===== src/hw/rtl/cwm_pkg.sv =====
package cwm_pkg;

    localparam int MAX_WIDTH   = 1024;
    localparam int MAX_KERNEL  = 5;
    localparam int SAMPLE_BITS = 16;
    localparam int COEF_FRAC   = 12;
    localparam int ROW_LIMIT   = 1024;
    localparam int TAPS        = MAX_KERNEL * MAX_KERNEL;

    localparam int COL_W   = $clog2(MAX_WIDTH);
    localparam int ROW_W   = $clog2(ROW_LIMIT);
    localparam int SLOT_W  = $clog2(MAX_KERNEL);
    localparam int CSLOT_W = 5;
    localparam int DIM_W   = 11;
    localparam int WIN_W   = 3;
    localparam int CFG_W   = 11;
    localparam int CFG_IDX_W = 2;
    localparam int PROD_W  = 2 * SAMPLE_BITS;
    localparam int ROWSUM_W = PROD_W + $clog2(MAX_KERNEL) + 1;
    localparam int SUM_W   = PROD_W + $clog2(TAPS) + 1;

    typedef enum logic [CFG_IDX_W-1:0] {
        CFG_IMG_W = 2'd0,
        CFG_IMG_H = 2'd1,
        CFG_WIN_W = 2'd2,
        CFG_WIN_H = 2'd3
    } t_cfg_idx;

    localparam logic CMD_LOAD  = 1'b0;
    localparam logic CMD_PIXEL = 1'b1;

    typedef struct packed {
        logic shift;
        logic calc;
        logic live;
    } t_cell_ctl;

    // Bank holding the row k lines above the one in bank slot.
    function automatic logic [SLOT_W-1:0] f_slot_back(logic [SLOT_W-1:0] slot, int k);
        logic [SLOT_W:0] tmp;
        tmp = (SLOT_W+1)'(slot) + (SLOT_W+1)'(MAX_KERNEL - k);
        if (tmp >= (SLOT_W+1)'(MAX_KERNEL)) begin
            tmp = tmp - (SLOT_W+1)'(MAX_KERNEL);
        end
        return tmp[SLOT_W-1:0];
    endfunction

    // Coefficient slot for window cell (i,j) under a kw x kh kernel.
    function automatic logic [CSLOT_W-1:0] f_coef_idx(logic [WIN_W-1:0] kw,
                                                     logic [WIN_W-1:0] kh,
                                                     int i, int j);
        int kx;
        int ky;
        kx = int'(kw) + j - MAX_KERNEL;
        ky = int'(kh) + i - MAX_KERNEL;
        if (kx < 0 || ky < 0) begin
            return '0;
        end
        return CSLOT_W'(ky * MAX_KERNEL + kx);
    endfunction

endpackage


===== src/hw/rtl/cwm_cell.sv =====
module cwm_cell (
    input  logic                                   i_clk,
    input  cwm_pkg::t_cell_ctl                     i_ctl,
    input  logic signed [cwm_pkg::SAMPLE_BITS-1:0] i_pix,
    input  logic signed [cwm_pkg::SAMPLE_BITS-1:0] i_coef,
    output logic signed [cwm_pkg::SAMPLE_BITS-1:0] o_pix,
    output logic signed [cwm_pkg::PROD_W-1:0]      o_prod
);
    import cwm_pkg::*;

    logic signed [SAMPLE_BITS-1:0] r_pix;
    logic signed [PROD_W-1:0]      r_prod;

    always_ff @(posedge i_clk) begin
        if (i_ctl.shift) begin
            r_pix <= i_pix;
        end
        if (i_ctl.calc) begin
            // drop taps outside the image or the kernel
            if (i_ctl.live) begin
                r_prod <= r_pix * i_coef;
            end else begin
                r_prod <= '0;
            end
        end
    end

    assign o_pix  = r_pix;
    assign o_prod = r_prod;

endmodule


===== config.mk =====
export PLATFORM = sky130hd
export DESIGN_NAME = cwm_cell
export DESIGN_NICKNAME = d
export VERILOG_FILES = /design/src/hw/rtl/cwm_pkg.sv /design/src/hw/rtl/cwm_cell.sv
export SDC_FILE = /design/constraint.sdc
export NUM_CORES = 1
export LEC_CHECK = 0
export ABC_AREA = 1
export BUFFER_PORTS_ARGS = -buffer_cell sky130_fd_sc_hd__buf_4
export CORE_MARGIN = 1
export CORE_UTILIZATION = 42
export CTS_BUF_LIST = sky130_fd_sc_hd__clkbuf_8
export CTS_CLUSTER_DIAMETER = 150
export CTS_CLUSTER_SIZE = 16
export DETAILED_ROUTE_END_ITERATION = 10
export PLACE_DENSITY_LB_ADDON = 0.12
export SLEW_MARGIN = 10
export SYNTH_ARGS = -nofsm -noshare
export SYNTH_HDL_FRONTEND = slang
export SYNTH_SLANG_ARGS = --single-unit
export TNS_END_PERCENT = 50

===== constraint.sdc =====
create_clock -name i_clk -period 7 [get_ports i_clk]
set_clock_uncertainty 0.05 [all_clocks]
set_input_delay 0 -clock i_clk [delete_from_list [all_inputs] [get_ports i_clk]]
set_output_delay 0 -clock i_clk [all_outputs]
set_load 0.005 [all_outputs]

After elaboration in Yosys (flattened, before gate mapping)
Index checks and enable logic that the tools add are counted.

operators by class
  $mul = 1

operators by type and width
  kind              count
  $mul A16 B16 Y32  1

word-level totals
  bits in registers = 48
  input port bits = 36
  output and inout bits = 48
  logic and storage cells = 3

Logic depth before layout (Yosys ltp)
Gate-level depths: netlist of run 1.

  word-level depth = 1
  depth in mapped cells = 26
  gate-level depth less buffers = 25

Least setup slack after synthesis of run 1
No wires, ideal clock.

  path type = register to register
  from = register r_pix[15], in the netlist o_pix[15]
  to = register r_prod[29], in the netlist o_prod[29], data pin
  library setup time = 251 ps
  data arrival time = 5275 ps
  required time = 6699 ps
  setup slack = 1424 ps
  cell stages (with the launch flop) = 21
  buffers on the path = 1
  clock period less this slack = 5576 ps
  cell sequence = edfxtp_1 > clkbuf_1 > nand2_1 > fa_1 > inv_1 > fa_1 > inv_1 > fa_1 > fa_1 > fa_1 > fa_1 > inv_1 > ha_1 > nand2_1 > nor2_1 > nand2_1 > nor3_2 > nand2_1 > nand3_1 > and2_1 > nor2_1

between the ends
  longest elaborated chain between the ends = 1

ends and longest elaborated chain
  what                    line            source
  from (decl)             cwm_cell.sv:11  logic signed [SAMPLE_BITS-1:0] r_pix;
  from (signal assigned)  cwm_cell.sv:16  r_pix <= i_pix;
  $mul A16 B16 Y32        cwm_cell.sv:21  r_prod <= r_pix * i_coef;
  to (signal assigned)    cwm_cell.sv:21
  to (decl)               cwm_cell.sv:12  logic signed [PROD_W-1:0] r_prod;

Every way passes these cells.
A chain may end at the register's enable or synchronous reset.

Final worst setup path of run 1
  from = register r_pix[15], in the netlist o_pix[15]
  to = register r_prod[31], in the netlist o_prod[31], data pin

Same word-level chain as after synthesis.

==> metrics.csv, run 1 <==
metric,value,unit
nets,1990,
root_buffer,clkbuf_8,
min_path_cells,1,
cts.sinks,48,
grt_use_met3,2.62,%
start_kind,flip-flop,
hold_path.class,primary input to flip-flop,
syn-cell-area,12500,µm²
htree_levels,2,
grt_pass1_wl,55.0,mm
io_pins,84,
worstReg2RegEnd,o_prod[31]$_SDFFCE_PN0P_,
drc_errors,0,
grt_usage,23.4,%
antenna_found_initial,0,
wl,32.5,mm
path_max_fanout,17,
min_period,6.49,ns
stdcell_area,13700,µm²
coreArea,28900,µm²
num_rows,62,
gp_congestion,0.920,
routed-via-count,9394,
synthCells,1557,
first_pass_iters,6,
hp-start,i_ctl[1],
r2r_start,o_pix[15]$_DFFE_PP_,
cts_buffers,5,
synth_top_area_cell,fa_1,
place_ws,0.601,ns
synth-edff-count,48,
cts_resized,0,
yosysMostFrequentCell,inv_1,
cts_tree,done,
outcome,"complete, no violations",
die_x,174,µm
synthTopCellsByCount,"inv_1, nand2_1, fa_1, ha_1, nor2_1",
worst_slew_pin_slew,0.830,ns
die_h,174,µm
holdPathEnd,o_prod[17]$_SDFFCE_PN0P_,
synth-seq-area-share,11.6,%
grt_max_degree,33,
async_flop_share,0,%
post_cts_buffers,0,
finalSetupTns,0,ns
max_freq,154,MHz
hold_viol,0,
synth_ff_type,edfxtp_1,
path_class,flip-flop to flip-flop,
overflow,0,
wire_per_inst,16.3,µm
n_antenna_cell,0,
ys_warn_count,0,
busiest_layer,met2,
ant_nets,0,
synth_cell_type_count,34,
crit_arrival,6.54,ns
r2r_slack,0.51,ns
synth_area_per_cell,8.01,µm²
avgViaCountPerCell,4.71,
cap_violations,0,
synth-seq-cells,48,
timing.final.crit_share,92.7,%
grtUsageMet1,33.1,%
worstSetupEndpointType,flip-flop,
drtIter0Drc,547,
maxSlewViolCount,0,
hpwlAfterDp,27.3,mm
syn_nets,1937,
ff2ff_path_depth,20,
die-area,30400,µm²
setup_viol,0,
clk_latency,0.34,ns
dp_cells,1970,
io_buffers,83,
layout-drive-gt1-share,9.31,%
nFillCells,2904,
instances_no_fill,1995,
crit_required,7.05,ns
synthTopCellsByArea,"fa_1, inv_1, nand2_1",
use_met2,39.4,%
relSlewSlack,44.7,%
area_growth,9.73,%
grt_pass1_vias,10400,
placed_area,13400,µm²
path_clk_slew,0.13,ns
clock_path_buffers,2,
layout_setup_ws,0.511,ns
rsz0062_at_grt,no,
synth_top_cell_area_share,42.1,%
start_util,43.1,%
timing repair:
item | in CTS | in global routing
setup endpoints to repair | 0 | 0
endpoints found under the hold margin | 19 | 0
hold buffers | 17 | 0
flip-flops by register name (all words and copies together) (netlist names):
| signal | flops |
|---|---|
| o_pix | 16 |
| o_prod | 32 |
cell usage in the layout (no fill, tap or decap), drive strengths merged:
master	n
xnor2	3
nand3	25
nor3	6
edfxtp	48
buf	91
xor2	2
nand4	6
a21oi	36
o21ai	15
fa	262
ha	82
inv	483
clkinv	2
bufinv	1
o21a	4
a31oi	1
nand3b	1
nand2	418
clkbuf	5
and2	5
nor2	88
or2	3
o21bai	7
dlygate4sd3	17
metal layers:
metal	routed length [µm]	share of wire, %	vias up
met4	386	1.2	0
li1	-	-	4488
met5	0	0	-
met3	1300	4.0	35
met1	14900	46	4666
met2	15800	49	205
metrics by stage:
| step | util [%] | hold WS (ns) |
|---|---|---|
| finish | 47.3 | 0.0732 |
| global route | 47.3 | 0.0756 |
| CTS | 47.3 | 0.0828 |
| detailed placement | 46.3 | 0.130 |
| global placement | 46.3 | 0.129 |
| floorplan | - | 0.0489 |
worst max path at each step:
stage               cells past startpoint                 from                  endpoint
finish                                 20  o_pix[15]$_DFFE_PP_  o_prod[31]$_SDFFCE_PN0P_
global route                           20  o_pix[15]$_DFFE_PP_  o_prod[31]$_SDFFCE_PN0P_
CTS                                    20  o_pix[15]$_DFFE_PP_  o_prod[31]$_SDFFCE_PN0P_
detailed placement                     20  o_pix[15]$_DFFE_PP_  o_prod[31]$_SDFFCE_PN0P_
global placement                       20  o_pix[15]$_DFFE_PP_  o_prod[31]$_SDFFCE_PN0P_
floorplan                              20  o_pix[15]$_DFFE_PP_  o_prod[29]$_SDFFCE_PN0P_
worst max-delay path, cell delays in order (launching register included):
cell      delay, ns
edfxtp_1       0.79
nand2_1        0.20
inv_1          0.19
fa_1           0.56
fa_1           0.85
fa_1           0.51
fa_1           0.50
fa_1           0.50
inv_1          0.05
fa_1           0.47
inv_1          0.04
ha_1           0.38
nand2_1        0.12
nor2_1         0.17
inv_1          0.08
nor3_1         0.28
nand3_1        0.18
nand2_1        0.13
nand2_1        0.07
nand2_1        0.06
nor2_1         0.04
layout make-up:
class | count | area (µm²) | share of cell area (%)
inverters | 483 | 1810 | 13.3
clock buffers | 5 | 68.8 | 0.503
well taps | 384 | 480 | 3.51
clock inverters | 3 | 47.5 | 0.348
flip-flops and latches | 48 | 1440 | 10.5
repair buffers | 108 | 853 | 6.24
multi-input cells | 964 | 8970 | 65.6
cell families after synthesis:
group / Yosys count / synth area share [%]
flops: 48 / 11.6
fa+ha+maj: 344 / 50.3
xor+xnor: 5 / 0.351
simple gates: 552 / 18.4
buf+inv: 545 / 16.5
compound gates: 63 / 2.91
Power of run 1 is left out: the tool's default activity adds up to more than one toggle a clock period on the data nets, which glitch-free logic cannot reach.
==> run 2, diff against run 1 <==
CELL_PAD_IN_SITES_DETAIL_PLACEMENT = 1   (was unset)
CELL_PAD_IN_SITES_GLOBAL_PLACEMENT = 1   (was unset)
CORE_UTILIZATION = 44   (was 42)
clock period = 5.6 ns   (was 7 ns; I/O delays follow)
==> metrics.csv, run 2 (synthesized netlist as in run 1, its figures left out) <==
metric,value,unit
outcome,"finished, violations left",
violations,negative setup slack,
dp_cells,2045,
grt_pass1_wl,61.5,mm
min_path_cells,1,
crit_arrival,5.68,ns
startpoint,o_pix[15]$_DFFE_PP_,
io_buffers,83,
path_buf_inv,7,
cts_buffers,5,
overflow,0,
worstReg2RegEnd,o_prod[31]$_SDFFCE_PN0P_,
num_rows,61,
drtIter0Drc,485,
hold_viol,0,
max_stage_delay,0.56,ns
coreArea,27900,µm²
worst_slew_pin_slew,0.518,ns
crit_required,5.65,ns
routed-via-count,10300,
cts.sinks,48,
antenna_found_initial,0,
layout_setup_ws,-0.0292,ns
die_x,170,µm
clk_latency,0.35,ns
io_pins,84,
hp-start,i_ctl[2],
gp_congestion,0.886,
critical_path.slowest_cell,fa_2,
ff2ff_path_depth,23,
max_freq,178,MHz
holdPathEnd,o_pix[10]$_DFFE_PP_,
hold_ws,0.00140,ns
die_h,170,µm
root_buffer,clkbuf_8,
instances_no_fill,2091,
die-area,29000,µm²
wire_per_inst,19.1,µm
first_pass_iters,5,
start_util,44.7,%
path_clk_slew,0.13,ns
layout-drive-gt1-share,24.2,%
start_kind,flip-flop,
grt_usage,28.0,%
rsz0062_at_grt,yes,
ant_nets,0,
r2r_slack,-0.03,ns
hpwlAfterDp,31.7,mm
setup_viol,1,
grt_pass1_vias,11500,
htree_levels,2,
path_class,flip-flop to flip-flop,
path_max_fanout,7,
hold_path.class,primary input to flip-flop,
placed_area,14100,µm²
wl,40.0,mm
crit_path_frequent_cell,fa_1,
final_cell_mix,"inv_1, nand2_1, fa_1",
maxSlewViolCount,0,
avgViaCountPerCell,4.91,
drc_errors,0,
relSlewSlack,65.4,%
nets,2092,
grt_max_degree,33,
largest_reg_flops,32,
cap_violations,0,
area_growth,23.9,%
cts_tree,done,
clock_path_buffers,2,
worstSetupEndpointType,flip-flop,
layout_commonest_cell,inv_1,
timing.final.crit_share,101,%
min_period,5.63,ns
stdcell_area,15400,µm²
cpLargestDelayFamily,adder cells,
r2r_start,o_pix[15]$_DFFE_PP_,
n_antenna_cell,0,
path_cells,"buf_6, buf_8, nand2_2, inv_2, buf_4, fa_2, inv_1, fa_1, inv_1, fa_1, fa_1, fa_1, fa_1, ha_4, nand2_4, nor2_4, inv_2, nor3_4, nand3_2, nand2_2, nand2_1, nand2_1, nor2_2",
run 2: changes by cell type in the layout (fill, tap and decap cells not counted), moves of 20 or more:
| cell | change |
|---|---|
| buf_4 | +80 |
| inv_2 | +30 |
| ha_4 | +20 |
| nand2_2 | +28 |
| inv_1 | -31 |
| nand2_1 | -44 |
| ha_1 | -22 |
run 2: worst max path at each step:
stage,depth (start not counted),slack [ns],end
6_report,23,-0.03,o_prod[31]$_SDFFCE_PN0P_
5_1_grt,21,-0.16,o_prod[29]$_SDFFCE_PN0P_
4_1_cts,24,-0.02,o_prod[23]$_SDFFCE_PN0P_
3_5_place_dp,21,-0.33,o_prod[31]$_SDFFCE_PN0P_
3_3_place_gp,21,-0.17,o_prod[31]$_SDFFCE_PN0P_
2_1_floorplan,20,0.02,o_prod[29]$_SDFFCE_PN0P_
run 2: timing repair:
action                     4_1_cts  5_1_grt
setup endpoints to repair       14       22
hold endpoints to repair        16        0
resized for setup               63      156
cloned                           1        0
setup buffers                    8       13
pin swaps                       27       78
hold buffers                    16        0
run 2: layer usage:
metal  part of all wire, %  vias to the layer above  track usage, %  routed length, µm
met4                   1.7                        0            5.48                688
met3                   3.2                       45            2.79               1300
met1                    42                     5350            37.0              17000
met5                     0                        -               0                  0
met2                    53                      190            49.6              21100
li1                      -                     4691               -                  -
run 2: metrics by stage:
step	setup WS, ns	setup TNS [ns]	util, %
floorplan	0.0239	0	-
global placement	-0.167	-0.250	50.8
detailed placement	-0.326	-1.34	50.8
CTS	-0.0182	-0.0182	53.1
global route	-0.159	-1.79	55.4
finish	-0.0292	-0.0292	55.4
run 2: cell type report:
cell class | instances | area (µm²)
repair buffers | 210 | 1840
fillers | 3304 | 12400
clock buffers | 5 | 68.8
flip-flops and latches | 48 | 1440
well taps | 378 | 473
multi-input cells | 964 | 9740
inverters | 483 | 1820
clock inverters | 3 | 68.8
Power of run 2 is left out for the same reason.
==> run 3, diff against run 2 <==
ABC_AREA = unset   (was 1)
CORE_UTILIZATION = 46   (was 44)
GPL_ROUTABILITY_DRIVEN = 1   (was unset)
==> metrics.csv, run 3 <==
metric,value,unit
cap_violations,0,
hpwlAfterDp,29.1,mm
instances_no_fill,1769,
min_period,6.28,ns
path_max_fanout,5,
grt_max_degree,33,
cts.sinks,48,
final_cell_mix,"inv_1, buf_4, fa_1",
io_buffers,83,
n_antenna_cell,0,
layout-drive-gt1-share,26.7,%
synthTopCellsByArea,"fa_1, edfxtp_1, inv_1",
synth-seq-area-share,12.5,%
area_growth,29.0,%
async_flop_share,0,%
hold_viol,0,
synthTopCellsByCount,"inv_1, fa_1, nand2_1, and2_1, ha_1",
synth-edff-count,48,
first_pass_iters,4,
crit_required,5.64,ns
clock_path_buffers,2,
path_clk_slew,0.13,ns
grt_pass1_wl,56.3,mm
worstSetupEndpointType,flip-flop,
yosysMostFrequentCell,inv_1,
io_pins,84,
worst_slew_pin_slew,0.796,ns
htree_levels,2,
ant_nets,0,
synth-seq-cells,48,
finalSetupTns,-7.43,ns
crit_arrival,6.32,ns
largest_reg_flops,32,
outcome,"finished, violations left",
cts_buffers,5,
synth_cell_type_count,49,
drc_errors,0,
synthCells,1187,
max_freq,159,MHz
start_util,47.2,%
antenna_found_initial,0,
hold_path.class,primary input to flip-flop,
syn_nets,1567,
layout_setup_ws,-0.679,ns
grt_usage,28.8,%
maxSlewViolCount,0,
nets,1824,
synth_area_per_cell,9.72,µm²
synth_top_cell_area_share,45.4,%
die-area,25700,µm²
path_class,flip-flop to flip-flop,
setup_viol,18,
ys_warn_count,0,
synth_top_area_cell,fa_1,
rsz0062_at_grt,yes,
start_kind,flip-flop,
wire_per_inst,20.7,µm
nFillCells,2684,
fin_util,60.9,%
synth_ff_type,edfxtp_1,
wl,36.7,mm
drtIter0Drc,395,
root_buffer,clkbuf_8,
num_rows,57,
die_h,160,µm
timing.final.crit_share,112,%
die_x,160,µm
gp_congestion,0.863,
dp_cells,1721,
overflow,0,
cts_tree,done,
relSlewSlack,46.9,%
coreArea,24500,µm²
grt_pass1_vias,10900,
avgViaCountPerCell,5.21,
clk_latency,0.35,ns
routed-via-count,9208,
layout_commonest_cell,inv_1,
syn-cell-area,11500,µm²
violations,negative setup slack,
run 3: changes by cell type in the layout (fill, tap and decap cells not counted), sizes merged, moves of 5 or more:
cell and delta:
a21oi -10, nand3 -18, o21bai -5, a21o +6, nand2 -284, xnor2 +15, nor3 +10, nor2 -51
inv -189, nand2b +9, and2 +125, buf +75
run 3: final timing paths:
| check | start | endpoint | cells past startpoint | slack [ns] |
|---|---|---|---|---|
| hold reg to reg | o_pix[0]$_DFFE_PP_ | o_prod[0]$_SDFFCE_PN0P_ | 3 | 1.04 |
| setup reg to reg | o_pix[8]$_DFFE_PP_ | o_prod[30]$_SDFFCE_PN0P_ | 18 | -0.68 |
| setup / recovery | o_pix[8]$_DFFE_PP_ | o_prod[30]$_SDFFCE_PN0P_ | 18 | -0.68 |
| hold / removal | i_ctl[1] | o_prod[17]$_SDFFCE_PN0P_ | 1 | 0.07 |
run 3: critical path: stages (launching register included):
cell and delay (ns):
edfxtp_1 0.50, buf_12 0.18, clkbuf_16 0.15, and2_1 0.17
fa_1 0.47, fa_1 0.51, fa_2 0.49, fa_1 0.54
fa_1 0.52, inv_1 0.06, fa_1 0.52, inv_2 0.06
ha_4 0.30, or3b_1 0.37, a21oi_2 0.21, and4b_4 0.26
o31ai_4 0.20, nor2_1 0.07, or3_1 0.36
run 3: timing repair:
item                                   in CTS  in global routing
endpoints found under the hold margin      21                  0
cloned                                      0                  1
setup endpoints to repair                  20                 21
hold buffers                               17                  0
setup buffers                               8                 14
resized for setup                          47                 71
pin swaps                                  16                 44
run 3: layout make-up:
| class | instances | area (µm²) | share of cell area (%) |
|---|---|---|---|
| clock buffers | 5 | 68.8 | 0.462 |
| clock inverters | 3 | 90.1 | 0.605 |
| inverters | 295 | 1110 | 7.45 |
| multi-input cells | 807 | 9370 | 62.9 |
| flip-flops and latches | 48 | 1440 | 9.68 |
| well taps | 324 | 405 | 2.72 |
| repair buffers | 287 | 2410 | 16.2 |
run 3: stage by stage:
| step | cell area [µm²] | hold WS (ns) | setup slack [ns] |
|---|---|---|---|
| after floorplan | 11600 | 0.0489 | -0.324 |
| after global placement | 13900 | 0.128 | -0.541 |
| after detailed placement | 13900 | 0.130 | -0.669 |
| after CTS | 14500 | 0.0671 | -0.544 |
| after global routing | 14900 | 0.0801 | -0.761 |
| final | 14900 | 0.0680 | -0.679 |
run 3: kinds of logic (layout without fill, tap and decap cells):
| logic type | Yosys count | after routing | synth area share, % |
|---|---|---|---|
| simple gates | 354 | 354 | 15.5 |
| fa+ha+maj | 344 | 344 | 54.3 |
| buf+inv | 332 | 590 | 10.9 |
| compound gates | 83 | 83 | 4.82 |
| flops | 48 | 48 | 12.5 |
| xor+xnor | 22 | 22 | 1.67 |
| mux | 4 | 4 | 0.358 |
run 3: per-layer routing:
layer / share of wire, % / wire length (µm) / up-vias / global-route usage [%]
met5: 0 / 0 / - / 0
li1: - / - / 4064 / -
met4: 4.6 / 1670 / 0 / 13.5
met2: 57 / 20800 / 214 / 55.6
met1: 36 / 13200 / 4833 / 31.7
met3: 2.7 / 989 / 97 / 2.40
Power of run 3 is left out for the same reason.
